<file path="src/pnorm_pkg.sv">
// Shared types, character codes and queue sizing for the path normaliser.
package pnorm_pkg;

    localparam logic [7:0] CH_END       = 8'h00;
    localparam logic [7:0] CH_DOT       = 8'h2E;
    localparam logic [7:0] CH_SLASH     = 8'h2F;
    localparam logic [7:0] CH_BACKSLASH = 8'h5C;

    localparam int Q_DEPTH_DEFAULT = 4;

    typedef enum logic [3:0] {
        PH_START   = 4'b0001,
        PH_ONEDOT  = 4'b0010,
        PH_TWODOTS = 4'b0100,
        PH_OTHER   = 4'b1000
    } t_phase;

    typedef enum logic [1:0] {
        ST_OK        = 2'd0,
        ST_DOTDOT    = 2'd1,
        ST_BACKSLASH = 2'd2,
        ST_EMPTY     = 2'd3
    } t_status;

    // Work for the back end: an optional slash, up to three dots, an optional
    // byte, or a closing status word.
    typedef struct packed {
        logic       sep;
        logic [1:0] ndots;
        logic       has_ch;
        logic [7:0] ch;
        logic       done;
        t_status    status;
    } t_cmd;

endpackage

</file>
<file path="src/pnorm_front.sv">
// Front end: accepts path bytes, tracks the component state and issues commands.
module pnorm_front
    import pnorm_pkg::*;
(
    input  logic       i_clk,
    input  logic       i_rst_n,
    input  logic       i_valid,
    output logic       o_ready,
    input  logic [7:0] i_data,
    input  logic       i_full,
    output logic       o_push,
    output t_cmd       o_cmd
);

    t_phase  r_phase, n_phase;
    logic    r_sep_owed, n_sep_owed;
    logic    r_emitted, n_emitted;
    t_status r_err, n_err;
    t_cmd    n_cmd;
    logic    accept;
    logic    is_end;
    logic    is_slash;

    assign o_ready  = !i_full;
    assign accept   = i_valid && o_ready;
    assign is_end   = (i_data == CH_END);
    assign is_slash = (i_data == CH_SLASH);

    always_comb begin
        n_phase    = r_phase;
        n_sep_owed = r_sep_owed;
        n_emitted  = r_emitted;
        n_err      = r_err;
        n_cmd      = '0;
        n_cmd.status = ST_OK;
        if (is_end || is_slash) begin
            if (r_err == ST_OK) begin
                if (r_phase == PH_TWODOTS) begin
                    n_err = ST_DOTDOT;
                end else if (r_phase == PH_OTHER && is_slash) begin
                    n_sep_owed = 1'b1;
                end
                n_phase = PH_START;
            end
            if (is_end) begin
                n_cmd.done = 1'b1;
                if (n_err != ST_OK) begin
                    n_cmd.status = n_err;
                end else if (!r_emitted) begin
                    n_cmd.status = ST_EMPTY;
                end else begin
                    n_cmd.status = ST_OK;
                end
                n_phase    = PH_START;
                n_sep_owed = 1'b0;
                n_err      = ST_OK;
            end
        end else if (r_err != ST_OK) begin
            n_phase = r_phase;
        end else if (i_data == CH_BACKSLASH) begin
            n_err = ST_BACKSLASH;
        end else if (i_data == CH_DOT) begin
            unique case (r_phase)
                PH_START: begin
                    n_phase = PH_ONEDOT;
                end
                PH_ONEDOT: begin
                    n_phase = PH_TWODOTS;
                end
                PH_TWODOTS: begin
                    n_cmd.sep   = r_sep_owed;
                    n_cmd.ndots = 2'd3;
                    n_sep_owed  = 1'b0;
                    n_phase     = PH_OTHER;
                end
                PH_OTHER: begin
                    n_cmd.has_ch = 1'b1;
                    n_cmd.ch     = CH_DOT;
                end
                default: begin
                    n_phase = PH_START;
                end
            endcase
        end else begin
            if (r_phase != PH_OTHER) begin
                n_cmd.sep  = r_sep_owed;
                n_sep_owed = 1'b0;
                if (r_phase == PH_ONEDOT) begin
                    n_cmd.ndots = 2'd1;
                end else if (r_phase == PH_TWODOTS) begin
                    n_cmd.ndots = 2'd2;
                end
            end
            n_cmd.has_ch = 1'b1;
            n_cmd.ch     = i_data;
            n_phase      = PH_OTHER;
        end
        if (!is_end) begin
            n_emitted = r_emitted | n_cmd.sep | (n_cmd.ndots != 2'd0) | n_cmd.has_ch;
        end else begin
            n_emitted = 1'b0;
        end
    end

    assign o_push = accept && (n_cmd.done || n_cmd.sep || (n_cmd.ndots != 2'd0)
                               || n_cmd.has_ch);
    assign o_cmd  = n_cmd;

    always_ff @(posedge i_clk) begin
        if (!i_rst_n) begin
            r_phase    <= PH_START;
            r_sep_owed <= 1'b0;
            r_emitted  <= 1'b0;
            r_err      <= ST_OK;
        end else if (accept) begin
            r_phase    <= n_phase;
            r_sep_owed <= n_sep_owed;
            r_emitted  <= n_emitted;
            r_err      <= n_err;
        end
    end

    a_end_clears: assert property (@(posedge i_clk) disable iff (!i_rst_n)
        (accept && is_end) |=> (r_phase == PH_START && !r_sep_owed && !r_emitted
                                && r_err == ST_OK))
        else $error("State not cleared after the terminator word.");

    a_swallow: assert property (@(posedge i_clk) disable iff (!i_rst_n)
        (accept && r_err != ST_OK && !is_end) |-> !o_push)
        else $error("A word after an error produced output.");

    a_three_dots: assert property (@(posedge i_clk) disable iff (!i_rst_n)
        (o_push && n_cmd.ndots == 2'd3) |-> (!n_cmd.has_ch && !n_cmd.done))
        else $error("Three released dots combined with another byte.");

endmodule

</file>
<file path="src/pnorm_fifo.sv">
// Short command queue between the front end and the back end.
module pnorm_fifo
    import pnorm_pkg::*;
#(
    parameter int DEPTH = Q_DEPTH_DEFAULT
) (
    input  logic i_clk,
    input  logic i_rst_n,
    input  logic i_push,
    input  t_cmd i_cmd,
    output logic o_full,
    input  logic i_pop,
    output logic o_empty,
    output t_cmd o_head
);

    localparam int AW = (DEPTH > 1) ? $clog2(DEPTH) : 1;
    localparam int CW = $clog2(DEPTH + 1);

    t_cmd          r_mem [DEPTH];
    logic [AW-1:0] r_wr, r_rd;
    logic [CW-1:0] r_count;

    assign o_full  = (r_count == CW'(DEPTH));
    assign o_empty = (r_count == '0);
    assign o_head  = r_mem[r_rd];

    always_ff @(posedge i_clk) begin
        if (i_push && !o_full) begin
            r_mem[r_wr] <= i_cmd;
        end
    end

    always_ff @(posedge i_clk) begin
        if (!i_rst_n) begin
            r_wr    <= '0;
            r_rd    <= '0;
            r_count <= '0;
        end else begin
            if (i_push && !o_full) begin
                r_wr <= (r_wr == AW'(DEPTH - 1)) ? '0 : r_wr + 1'b1;
            end
            if (i_pop && !o_empty) begin
                r_rd <= (r_rd == AW'(DEPTH - 1)) ? '0 : r_rd + 1'b1;
            end
            r_count <= r_count + CW'(i_push && !o_full) - CW'(i_pop && !o_empty);
        end
    end

    a_no_overflow: assert property (@(posedge i_clk) disable iff (!i_rst_n)
        i_push |-> !o_full)
        else $error("Command pushed into a full queue.");

    a_no_underflow: assert property (@(posedge i_clk) disable iff (!i_rst_n)
        i_pop |-> !o_empty)
        else $error("Command popped from an empty queue.");

    a_count_range: assert property (@(posedge i_clk) disable iff (!i_rst_n)
        r_count <= CW'(DEPTH))
        else $error("Queue fill count beyond its depth.");

endmodule

</file>
<file path="src/pnorm_back.sv">
// Back end: expands queued commands into output words, one per cycle while the receiver is ready.
module pnorm_back
    import pnorm_pkg::*;
(
    input  logic       i_clk,
    input  logic       i_rst_n,
    input  logic       i_empty,
    input  t_cmd       i_head,
    output logic       o_pop,
    output logic       o_valid,
    input  logic       i_ready,
    output logic [7:0] o_char,
    output logic       o_has_char,
    output logic       o_done,
    output t_status    o_status,
    output logic       o_last
);

    t_cmd       r_cur;
    logic       r_cur_v;
    logic       r_out_valid;
    logic [7:0] r_out_char;
    logic       r_out_has;
    logic       r_out_done;
    t_status    r_out_status;
    logic       r_out_last;

    t_cmd       head;
    t_cmd       rest;
    logic       have_head;
    logic       can_load;
    logic [7:0] e_char;
    logic       e_has;
    logic       e_done;
    t_status    e_status;
    logic       e_last;

    assign can_load  = !r_out_valid || i_ready;
    assign have_head = r_cur_v || !i_empty;
    assign head      = r_cur_v ? r_cur : i_head;
    assign o_pop     = can_load && !r_cur_v && !i_empty;

    always_comb begin
        rest     = head;
        e_char   = '0;
        e_has    = 1'b1;
        e_done   = 1'b0;
        e_status = ST_OK;
        if (head.sep) begin
            e_char   = CH_SLASH;
            rest.sep = 1'b0;
        end else if (head.ndots != 2'd0) begin
            e_char     = CH_DOT;
            rest.ndots = head.ndots - 2'd1;
        end else if (head.has_ch) begin
            e_char      = head.ch;
            rest.has_ch = 1'b0;
        end else begin
            e_has     = 1'b0;
            e_done    = 1'b1;
            e_status  = head.status;
            rest.done = 1'b0;
        end
        e_last = !(rest.sep || (rest.ndots != 2'd0) || rest.has_ch || rest.done);
    end

    always_ff @(posedge i_clk) begin
        if (!i_rst_n) begin
            r_cur_v     <= 1'b0;
            r_out_valid <= 1'b0;
        end else if (can_load) begin
            r_out_valid <= have_head;
            if (have_head) begin
                r_cur_v <= !e_last;
            end
        end
    end

    always_ff @(posedge i_clk) begin
        if (can_load && have_head) begin
            r_cur        <= rest;
            r_out_char   <= e_char;
            r_out_has    <= e_has;
            r_out_done   <= e_done;
            r_out_status <= e_status;
            r_out_last   <= e_last;
        end
    end

    assign o_valid    = r_out_valid;
    assign o_char     = r_out_char;
    assign o_has_char = r_out_has;
    assign o_done     = r_out_done;
    assign o_status   = r_out_status;
    assign o_last     = r_out_last;

endmodule

</file>
<file path="src/path_normalizer_core.sv">
// Top level of the streaming path normaliser.
//
// Paths arrive on the slave stream one byte per word in tdata; a zero byte
// ends a path. Normalised bytes leave on the master stream: tdata carries
// the byte, tuser says what the word is and tlast marks the last word caused
// by one input byte. A status word (tuser has_char low, path_done high)
// closes every path with ok, dotdot, backslash or empty; on a nonzero status
// the receiver discards the bytes already delivered for that path.
// An input byte is taken in every cycle while the command queue has room;
// it yields zero to four output words. With the back end idle, the command is
// queued and the first word is registered at the output; words then follow at
// one per cycle while the receiver is ready. Sustained throughput is one input
// byte per cycle as long as the output averages about one word per byte; the
// back end, which delivers one word a cycle, sets the limit, and the queue of
// QUEUE_DEPTH commands absorbs the bursts. When the receiver stalls, the output
// word holds, the queue fills and tready then drops. Reset clears the path
// state, empties the queue and drops tvalid on the master side.
module path_normalizer_core
    import pnorm_pkg::*;
#(
    parameter int QUEUE_DEPTH = Q_DEPTH_DEFAULT
) (
    input  logic       i_clk,
    input  logic       i_rst_n,
    input  logic       i_s_axis_tvalid,
    output logic       o_s_axis_tready,
    input  logic [7:0] i_s_axis_tdata,   // [7:0] ch
    output logic       o_m_axis_tvalid,
    input  logic       i_m_axis_tready,
    output logic [7:0] o_m_axis_tdata,   // [7:0] out_char
    output logic [3:0] o_m_axis_tuser,   // [0] has_char, [1] path_done, [3:2] status
    output logic       o_m_axis_tlast    // run_last
);

    logic    push;
    t_cmd    push_cmd;
    logic    q_full;
    logic    q_empty;
    logic    pop;
    t_cmd    q_head;
    logic    out_has;
    logic    out_done;
    t_status out_status;

    pnorm_front u_front (
        .i_clk   (i_clk),
        .i_rst_n (i_rst_n),
        .i_valid (i_s_axis_tvalid),
        .o_ready (o_s_axis_tready),
        .i_data  (i_s_axis_tdata),
        .i_full  (q_full),
        .o_push  (push),
        .o_cmd   (push_cmd)
    );

    pnorm_fifo #(
        .DEPTH (QUEUE_DEPTH)
    ) u_fifo (
        .i_clk   (i_clk),
        .i_rst_n (i_rst_n),
        .i_push  (push),
        .i_cmd   (push_cmd),
        .o_full  (q_full),
        .i_pop   (pop),
        .o_empty (q_empty),
        .o_head  (q_head)
    );

    pnorm_back u_back (
        .i_clk      (i_clk),
        .i_rst_n    (i_rst_n),
        .i_empty    (q_empty),
        .i_head     (q_head),
        .o_pop      (pop),
        .o_valid    (o_m_axis_tvalid),
        .i_ready    (i_m_axis_tready),
        .o_char     (o_m_axis_tdata),
        .o_has_char (out_has),
        .o_done     (out_done),
        .o_status   (out_status),
        .o_last     (o_m_axis_tlast)
    );

    assign o_m_axis_tuser = {out_status, out_done, out_has};

endmodule

</file>
<file path="config.mk">
export PLATFORM = sky130hd
export DESIGN_NAME = path_normalizer_core
export DESIGN_NICKNAME = d
export VERILOG_FILES = /design/src/pnorm_pkg.sv /design/src/pnorm_front.sv /design/src/pnorm_fifo.sv /design/src/pnorm_back.sv /design/src/path_normalizer_core.sv
export SDC_FILE = /design/constraint.sdc
export NUM_CORES = 1
export LEC_CHECK = 0
export ABC_AREA = 1
export BUFFER_PORTS_ARGS = -buffer_cell sky130_fd_sc_hd__buf_4
export CAP_MARGIN = 20
export CELL_PAD_IN_SITES_DETAIL_PLACEMENT = 0
export CELL_PAD_IN_SITES_GLOBAL_PLACEMENT = 1
export CORE_ASPECT_RATIO = 0.7
export CORE_MARGIN = 2
export CORE_UTILIZATION = 45
export CTS_BUF_LIST = sky130_fd_sc_hd__clkbuf_8
export CTS_CLUSTER_DIAMETER = 50
export DETAILED_ROUTE_END_ITERATION = 8
export PLACE_DENSITY = 0.81
export SLEW_MARGIN = 20
export SYNTH_ARGS = -nofsm -noshare
export SYNTH_HDL_FRONTEND = slang
export SYNTH_SLANG_ARGS = --single-unit
</file>
<file path="constraint.sdc">
create_clock -name i_clk -period 2.05 [get_ports i_clk]
set_input_delay 0.1025 -clock i_clk [delete_from_list [all_inputs] [get_ports i_clk]]
set_output_delay 0.1025 -clock i_clk [all_outputs]
set_load 0.05 [all_outputs]
</file>
After elaboration in Yosys (flattened, before gate mapping)
Memories as Yosys holds them, arrays and structs flattened. A register that Yosys moved wholly into a read port is not among the register bits.
Index checks and enable logic that the tools add are counted.
{"block": "totals", "n_memories": 1, "reg_bits": 44, "elab_cells": 142, "in_bits": 12, "out_inout_bits": 15, "mem_bits_rw": 60}
{"memory": "u_fifo.r_mem", "words": 4, "word_bits": 15, "rd": 1, "rd_clocked_by_memory_dff": 1, "wr": 1, "line_no": "pnorm_fifo.sv:20", "source": "t_cmd r_mem [DEPTH];"}
{"block": "op_classes", "n_reduce_logical": 38, "muxes": 55, "n_addsub": 5, "eq_ne": 18, "bitwise_logic": 4}
{"op": "12-bit two-way mux", "n": 4}
{"op": "2-bit two-way mux", "n": 16}
{"op": "4-bit two-way mux", "n": 6}
{"op": "1-bit two-way mux", "n": 20}
{"op": "8-bit by 6-bit == test with 1-bit output, second input constant", "n": 2}
{"op": "4-bit one-hot mux with 4 select lines", "n": 1}
{"op": "15-bit two-way mux", "n": 1}
{"op": "3-bit two-way mux", "n": 5}
{"op": "3-bit by 2-bit != test with 1-bit output, second input constant", "n": 5}
{"op": "2-bit nonzero test", "n": 6}
{"op": "9-bit two-way mux", "n": 1}
{"op": "8-bit by 7-bit == test with 1-bit output, second input constant", "n": 1}
{"op": "1-bit logical AND", "n": 8}
{"op": "8-bit logical NOT", "n": 1}
{"op": "1-bit logical OR", "n": 8}
{"op": "8-bit AND reduction", "n": 1}
{"op": "6-bit two-way mux", "n": 1}
{"op": "3-bit OR reduction", "n": 2}
{"op": "1-bit logical NOT", "n": 5}
{"op": "5-bit AND reduction", "n": 1}
{"op": "2-bit by 1-bit adder with 2-bit output, second input constant", "n": 2}
{"op": "2-bit == test, second input constant", "n": 2}
{"op": "4-bit by 1-bit == test with 1-bit output, second input constant", "n": 1}
{"op": "4-bit by 2-bit == test with 1-bit output, second input constant", "n": 1}
{"op": "other kinds (16)", "n": 19}

Logic depth before layout (Yosys ltp)
{"block": "logic_depth", "word_depth": 15, "ltp_mapped": 15, "mapped_depth_nobuf": 15}

Hierarchy
Synthesis repeated with hierarchy kept, for this count alone.
{"block": "unflattened", "cells_unflattened": 480, "area_unflattened_um2": 5023.6}
{"mod": "pnorm_fifo", "area_each_um2": 2880.3, "cells_per_inst": 216, "seq_area_each_um2": 1981.9, "instances": 1}
{"mod": "pnorm_back", "area_each_um2": 1337.5, "cells_per_inst": 120, "seq_area_each_um2": 850.8, "instances": 1}
{"mod": "pnorm_front", "area_each_um2": 790.8, "cells_per_inst": 142, "seq_area_each_um2": 160.2, "instances": 1}
{"mod": "path_normalizer_core", "area_each_um2": 15.0, "cells_per_inst": 2, "seq_area_each_um2": 0.0, "instances": 1}

Worst setup path before layout
OpenSTA, ideal clock, no wires.
{"block": "synth_timing", "kind": "reg-to-reg", "startpoint": "register u_fifo.r_count[1]", "endpoint": "memory u_fifo.r_mem[0][0] in the netlist's numbering (enable)", "t_required_ns": 1.663, "arrival_ns": 1.877, "stages_incl_launch_ff": 7, "setup_ns": 0.387, "period_less_slack_ns": 2.264, "slack_ns": -0.214, "path_buffers": 0, "path_cell_list": "dfxtp_1 inv_1 nand3_1 nand2_1 inv_1 nand2_4 nor2_1"}
{"block": "synth_via", "elab_chain_len": 7}
{"element": "from (decl)", "line_no": "pnorm_fifo.sv:22", "source": "logic [CW-1:0] r_count;"}
{"element": "from (signal assigned)", "line_no": "pnorm_fifo.sv:46", "source": "r_count <= r_count + CW'(i_push && !o_full) - CW'(i_pop && !o_empty);"}
{"element": "3-bit == test (*)", "line_no": "pnorm_fifo.sv:24", "source": "assign o_full = (r_count == CW'(DEPTH));"}
{"element": "1-bit logical NOT (*)", "line_no": "pnorm_front.sv:24", "source": "assign o_ready = !i_full;"}
{"element": "named net o_s_axis_tready", "line_no": "path_normalizer_core.sv:26", "source": "output logic o_s_axis_tready,"}
{"element": "1-bit logical AND", "line_no": "pnorm_front.sv:25", "source": "assign accept = i_valid && o_ready;"}
{"element": "1-bit logical AND", "line_no": "pnorm_front.sv:105", "source": "assign o_push = accept && (n_cmd.done || n_cmd.sep || (n_cmd.ndots != 2'd0)"}
{"element": "1-bit logical AND (*)", "line_no": "pnorm_fifo.sv:29", "source": "if (i_push && !o_full) begin"}
{"element": "1-bit two-way mux (*)", "line_no": "pnorm_fifo.sv:29"}
{"element": "1-bit two-way mux (not written as such) (*)", "line_no": "pnorm_fifo.sv:30", "source": "r_mem[r_wr] <= i_cmd;"}
{"element": "to (decl)", "line_no": "pnorm_fifo.sv:20"}
The timed path passes the listed nets; every way through them passes the cells marked *.

Worst setup path in the final report
{"block": "layout_timing", "startpoint": "register u_front.r_phase[0]", "endpoint": "register u_fifo.r_count[1]"}
{"block": "layout_via", "elab_chain_len": 15, "elab_cells_between_ends": 21, "cone_classes": "add/sub: 2; eq/ne: 4; mux: 9; reduce/logical: 6"}
{"element": "from (decl)", "line_no": "pnorm_front.sv:15", "source": "t_phase r_phase, n_phase;"}
{"element": "from (signal assigned)", "line_no": "pnorm_front.sv:116", "source": "r_phase <= n_phase;"}
{"element": "4-bit by 3-bit == test with 1-bit output", "line_no": "pnorm_front.sv:63, pnorm_front.sv:90"}
{"element": "2-bit two-way mux", "line_no": "pnorm_front.sv:90", "source": "end else if (r_phase == PH_TWODOTS) begin"}
{"element": "2-bit two-way mux", "line_no": "pnorm_front.sv:88", "source": "if (r_phase == PH_ONEDOT) begin"}
{"element": "3-bit two-way mux", "line_no": "pnorm_front.sv:85", "source": "if (r_phase != PH_OTHER) begin"}
{"element": "12-bit two-way mux (*)", "line_no": "pnorm_front.sv:62", "source": "end else if (i_data == CH_DOT) begin"}
{"element": "12-bit two-way mux (*)", "line_no": "pnorm_front.sv:60", "source": "end else if (i_data == CH_BACKSLASH) begin"}
{"element": "12-bit two-way mux (*)", "line_no": "pnorm_front.sv:58", "source": "end else if (r_err != ST_OK) begin"}
{"element": "12-bit two-way mux (*)", "line_no": "pnorm_front.sv:36", "source": "if (is_end || is_slash) begin"}
{"element": "2-bit nonzero test", "line_no": "pnorm_front.sv:105"}
{"element": "1-bit logical OR", "line_no": "pnorm_front.sv:105"}
{"element": "1-bit logical OR (*)", "line_no": "pnorm_front.sv:106", "source": "|| n_cmd.has_ch);"}
{"element": "1-bit logical AND (*)", "line_no": "pnorm_front.sv:105"}
{"element": "1-bit logical AND (*)", "line_no": "pnorm_fifo.sv:46"}
{"element": "3-bit by 1-bit adder with 3-bit output (*)", "line_no": "pnorm_fifo.sv:46"}
{"element": "3-bit by 1-bit subtractor with 3-bit output (*)", "line_no": "pnorm_fifo.sv:46"}
Every way passes the cells marked *; elsewhere a longest branch is shown, timed or not.
A chain may end at the register's enable or synchronous reset.

==> load_flow_metrics.sql <==
INSERT INTO impl_metrics (metric_group, metric, value, unit) VALUES
('outcome', 'run_status', 'completed', ''),
('placement', 'port_buffers', '26', ''),
('synth', 'synth_edf_count', '87', ''),
('placement', 'final_weighted_congestion_in_routability_driven_placement', '0.8143', ''),
('min_path', 'path_class_of_the_lowest_slack_min_delay_path', 'in -> reg', ''),
('floorplanning', 'core.rowCount', '31', ''),
('synth', 'synth_seq_area_share', '62.10', '%'),
('power_and_ir_drop', 'power.sequential.fraction', '43.4', '%'),
('job', 'timing.max_cap.violations', '0', ''),
('floorplanning', 'fp.dieH', '90.59', 'um'),
('power_and_ir_drop', 'power_per_cell_area', '1307', 'nW/um2'),
('clock_tree', 'cts.htree.levels', '3', ''),
('setup_path', 'worst_ep_required_time', '2.38', 'ns'),
('synth', 'ys_ff_latch', '106', ''),
('clock_tree', 'path_clk_slew', '0.10', 'ns'),
('grt', 'via_count_of_the_first_global_routing_pass', '3196', ''),
('placement', 'post-dp-hpwl', '6.671', 'mm'),
('power_and_ir_drop', 'clkPwrFrac', '15.6', '%'),
('timing', 'min_period', '1.970', 'ns'),
('clock_tree', 'tritoncts', 'done', ''),
('synth', 'synthTopCellsByArea', 'edfxtp_1 54%, dfxtp_1 7.9%, nor2_1 6.0%, nand2_1 5.9%, inv_1 4.4%', ''),
('clock_tree', 'clockBufferDepth', '2', ''),
('synth', 'syn_area_per_cell', '10.21', 'um2'),
('timing', 'maxClockFrequency', '507.7', 'MHz'),
('grt', 'antenna_found_initial', '0', ''),
('grt', 'global_route_wire_length_before_repair', '15.50', 'mm'),
('cells_and_area', 'layout.filler_cells', '893', ''),
('timing', 'hold_viol', '0', ''),
('detailed_routing', 'routedWlPerCell', '14.23', 'um'),
('setup_path', 'worst-path-max-fanout', '4', ''),
('synth', 'synth_warnings', '0', ''),
('power_and_ir_drop', 'power.share.switching', '39.45', '%'),
('detailed_routing', 'vias', '3235', ''),
('timing', 'worst_margin_slew', '0.5123', 'ns'),
('grt', 'gr-usage-all-layers', '17.46', '%'),
('synth', 'synth_top_area_share', '54.21', '%'),
('floorplanning', 'fp.coreArea', '10400', 'um2'),
('timing', 'setup-violations-final', '0', ''),
('cells_and_area', 'area_growth', '17.45', '%'),
('synth', 'synth_largest_area_cell', 'edfxtp_1', ''),
('floorplanning', 'floorplan.initialDensity', '46.36', '%'),
('cells_and_area', 'finish.net_count', '549', ''),
('timing', 'fin_skew', '0.007841', 'ns'),
('setup_path', 'crit_path_end_kind', 'flop', ''),
('synth', 'synth-async-reset-ratio', '0', '%'),
('timing', 'fin_tns_setup', '0', 'ns'),
('grt', 'grt_start_max_net_pins', '29', ''),
('synth', 'syn_std_cell_area', '4820', 'um2'),
('detailed_routing', 'drt-pass1-iter-count', '4', ''),
('setup_path', 'cp.arrival', '2.30', 'ns'),
('clock_tree', 'clock-sinks', '106', ''),
('detailed_routing', 'vias_per_cell', '4.857', ''),
('synth', 'ys.flop_type', 'edfxtp_1', ''),
('cells_and_area', 'final_cell_count_no_fill', '666', ''),
('detailed_routing', 'first_iter_violations', '303', ''),
('synth', 'synth_cells', '472', ''),
('detailed_routing', 'detail_route.wirelength', '9.480', 'mm'),
('power_and_ir_drop', 'total_power', '7.399', 'mW'),
('floorplanning', 'chipWidth', '127.7', 'um'),
('clock_tree', 'clock_insertion_delay_worst_skew', '0.38', 'ns'),
('power_and_ir_drop', 'vdd_ir_drop_max', '581.4', 'uV'),
('floorplanning', 'design.die.area', '11570', 'um2'),
('detailed_routing', 'detail-route-antenna-nets', '0', ''),
('timing', 'final_max_tran_viols', '0', ''),
('timing', 'finalCritPeriodShare', '96.08', '%'),
('detailed_routing', 'remaining_drc_errors', '0', ''),
('setup_path', 'startpoint_type', 'flop', ''),
('synth', 'synth_nets', '492', ''),
('grt', 'grt_overflow', '0', ''),
('power_and_ir_drop', 'pwr-share-comb', '41.1', '%'),
('clock_tree', 'clock-root-buffer', 'clkbuf_8', ''),
('placement', 'placed_cells', '646', ''),
('synth', 'synth_cell_type_count', '39', ''),
('timing', 'unrepaired_setup_endpoints_after_global_routing', 'yes', ''),
('timing', 'slew_headroom', '65.81', '%'),
('power_and_ir_drop', 'p_leak', '2.335', 'nW'),
('clock_tree', 'cts_inserted_buffers', '9', ''),
('cells_and_area', 'antenna-diode-count', '0', ''),
('cells_and_area', 'drive_gt1_share', '25.28', '%'),
('power_and_ir_drop', 'total_switching_power', '2.919', 'mW'),
('floorplanning', 'count_of_pins_on_the_block_boundary', '27', ''),
('setup_path', 'kind_of_critical_path', 'reg -> reg', ''),
('power_and_ir_drop', 'intPower', '4.480', 'mW');
## flip-flops by register name, summed over array words and instances, names as in the netlist, 2 cells and up, named ones only
| register | cells |
|---|---|
| u_fifo.r_mem | 60 |
| u_back.r_cur | 14 |
| u_back.o_char | 8 |
| u_front.r_phase | 4 |
| u_fifo.r_count | 3 |
| u_back.o_status | 2 |
| u_fifo.r_rd | 2 |
| u_fifo.r_wr | 2 |
| u_front.r_err | 2 |
## area by class of cell
| type | instances | area, um2 | area share (%) |
|---|---|---|---|
| clock inverters | 7 | 51.30 | 0.9063 |
| repair buffers | 59 | 501.7 | 8.864 |
| multi-input cells | 288 | 1570 | 27.74 |
| clock buffers | 9 | 123.9 | 2.188 |
| inverters | 65 | 245.2 | 4.332 |
| flip-flops and latches | 106 | 3003 | 53.05 |
| well taps | 132 | 165.2 | 2.918 |
## cells in the final DEF, fill, tap and decap left out, types with 2 or more instances in the layout
| cell type | Yosys | routed |
|---|---|---|
| a21oi_1 | 15 | 15 |
| a31oi_1 | 5 | 5 |
| and2_1 | 3 | 3 |
| buf_12 | 0 | 3 |
| buf_4 | 3 | 54 |
| clkbuf_8 | 0 | 9 |
| clkinv_2 | 1 | 3 |
| clkinvlp_4 | 0 | 2 |
| dfxtp_1 | 19 | 13 |
| dfxtp_2 | 0 | 5 |
| edfxtp_1 | 87 | 87 |
| ha_1 | 7 | 6 |
| inv_1 | 57 | 56 |
| inv_2 | 7 | 8 |
| inv_6 | 0 | 2 |
| nand2_1 | 76 | 75 |
| nand2_2 | 10 | 11 |
| nand2_4 | 4 | 4 |
| nand3_1 | 16 | 13 |
| nand3_2 | 4 | 7 |
| nor2_1 | 77 | 71 |
| nor2_2 | 3 | 7 |
| nor2_4 | 5 | 7 |
| nor3_2 | 1 | 2 |
| o211a_1 | 2 | 2 |
| o21a_1 | 3 | 3 |
| o21ai_0 | 32 | 31 |
| o21ai_1 | 4 | 5 |
| o221ai_1 | 2 | 2 |
| o22ai_1 | 5 | 5 |
| or2_1 | 3 | 3 |
## cell usage after synthesis (5+ instances only)
library cell  number
nand2_1           76
o21ai_0           32
inv_1             57
nor2_1            77
nand3_1           16
a31oi_1            5
nor2_4             5
ha_1               7
edfxtp_1          87
nand2_2           10
a21oi_1           15
buf_2              5
inv_2              7
o22ai_1            5
dfxtp_1           19
## power by group through the flow
stage | Clock, mW | Sequential, mW | Combinational (mW)
after floorplan | 0 | 3.57 | 1.72
after global placement | 0 | 3.22 | 2.93
after detailed placement | 0 | 3.24 | 2.96
after CTS | 1.19 | 3.20 | 3.02
after global routing | 1.27 | 3.25 | 3.40
final | 1.15 | 3.21 | 3.04
## per-stage QoR
step	utilization (%)	hold slack [ns]	setup WS, ns	cell area (um2)
after floorplan	-	0.2443	-0.04771	4833
after global placement	51.71	0.4321	0.003845	5375
after detailed placement	51.71	0.4315	-0.06830	5375
after CTS	53.88	0.01596	-0.0005569	5600
after global routing	54.45	0.01738	-0.07009	5660
final	54.45	0.01644	0.08036	5660
## critical path, cell delays in order (launching register included)
cell and delay [ns]:
dfxtp_4 0.37, nor2_4 0.12, nand2_2 0.06, nor2_2 0.10
nand2_1 0.08, nand2_2 0.08, nor2_2 0.04, nor2_2 0.09
nand3_2 0.10, nand2_4 0.07, inv_2 0.04, ha_4 0.15
fa_2 0.52, nand2_1 0.05, inv_1 0.05
## routing by layer
metal	track usage (%)	share of wire [%]	vias up
met1	24.69	49	1468
met2	26.38	44	75
li1	-	-	1683
met3	4.325	5.2	9
met4	5.952	1.3	0
met5	0	0	-
## cell families after synthesis
family | count (synthesis) | share of synthesized area (%)
and+or+nand+nor | 206 | 20.07
buffers and inverters | 78 | 6.620
adders and majority gates | 8 | 2.233
AOI/OAI and AO/OA | 73 | 8.801
xor gates and xnor gates | 1 | 0.1818
DFF | 106 | 62.10
## timing repair
action	4_1_cts	5_1_grt
resized for setup	10	11
hold buffers	0	0
gates cloned	0	1
setup buffers	3	1
setup endpoints to repair	2	62
pin swaps	9	9
## path summary, 6_finish.rpt
| path | depth (start not counted) | to | slack, ns | startpoint |
|---|---|---|---|---|
| max | 14 | u_fifo.r_count[1] | 0.08 | u_front.r_phase[0] |
| min | 3 | u_fifo.r_count[0] | 0.02 | i_rst_n |
| min reg2reg | 2 | u_front.r_emitted | 0.47 | u_front.r_emitted |
| max reg2reg | 14 | u_fifo.r_count[1] | 0.08 | u_front.r_phase[0] |
Note: power is estimated with default switching activity, not from simulation.
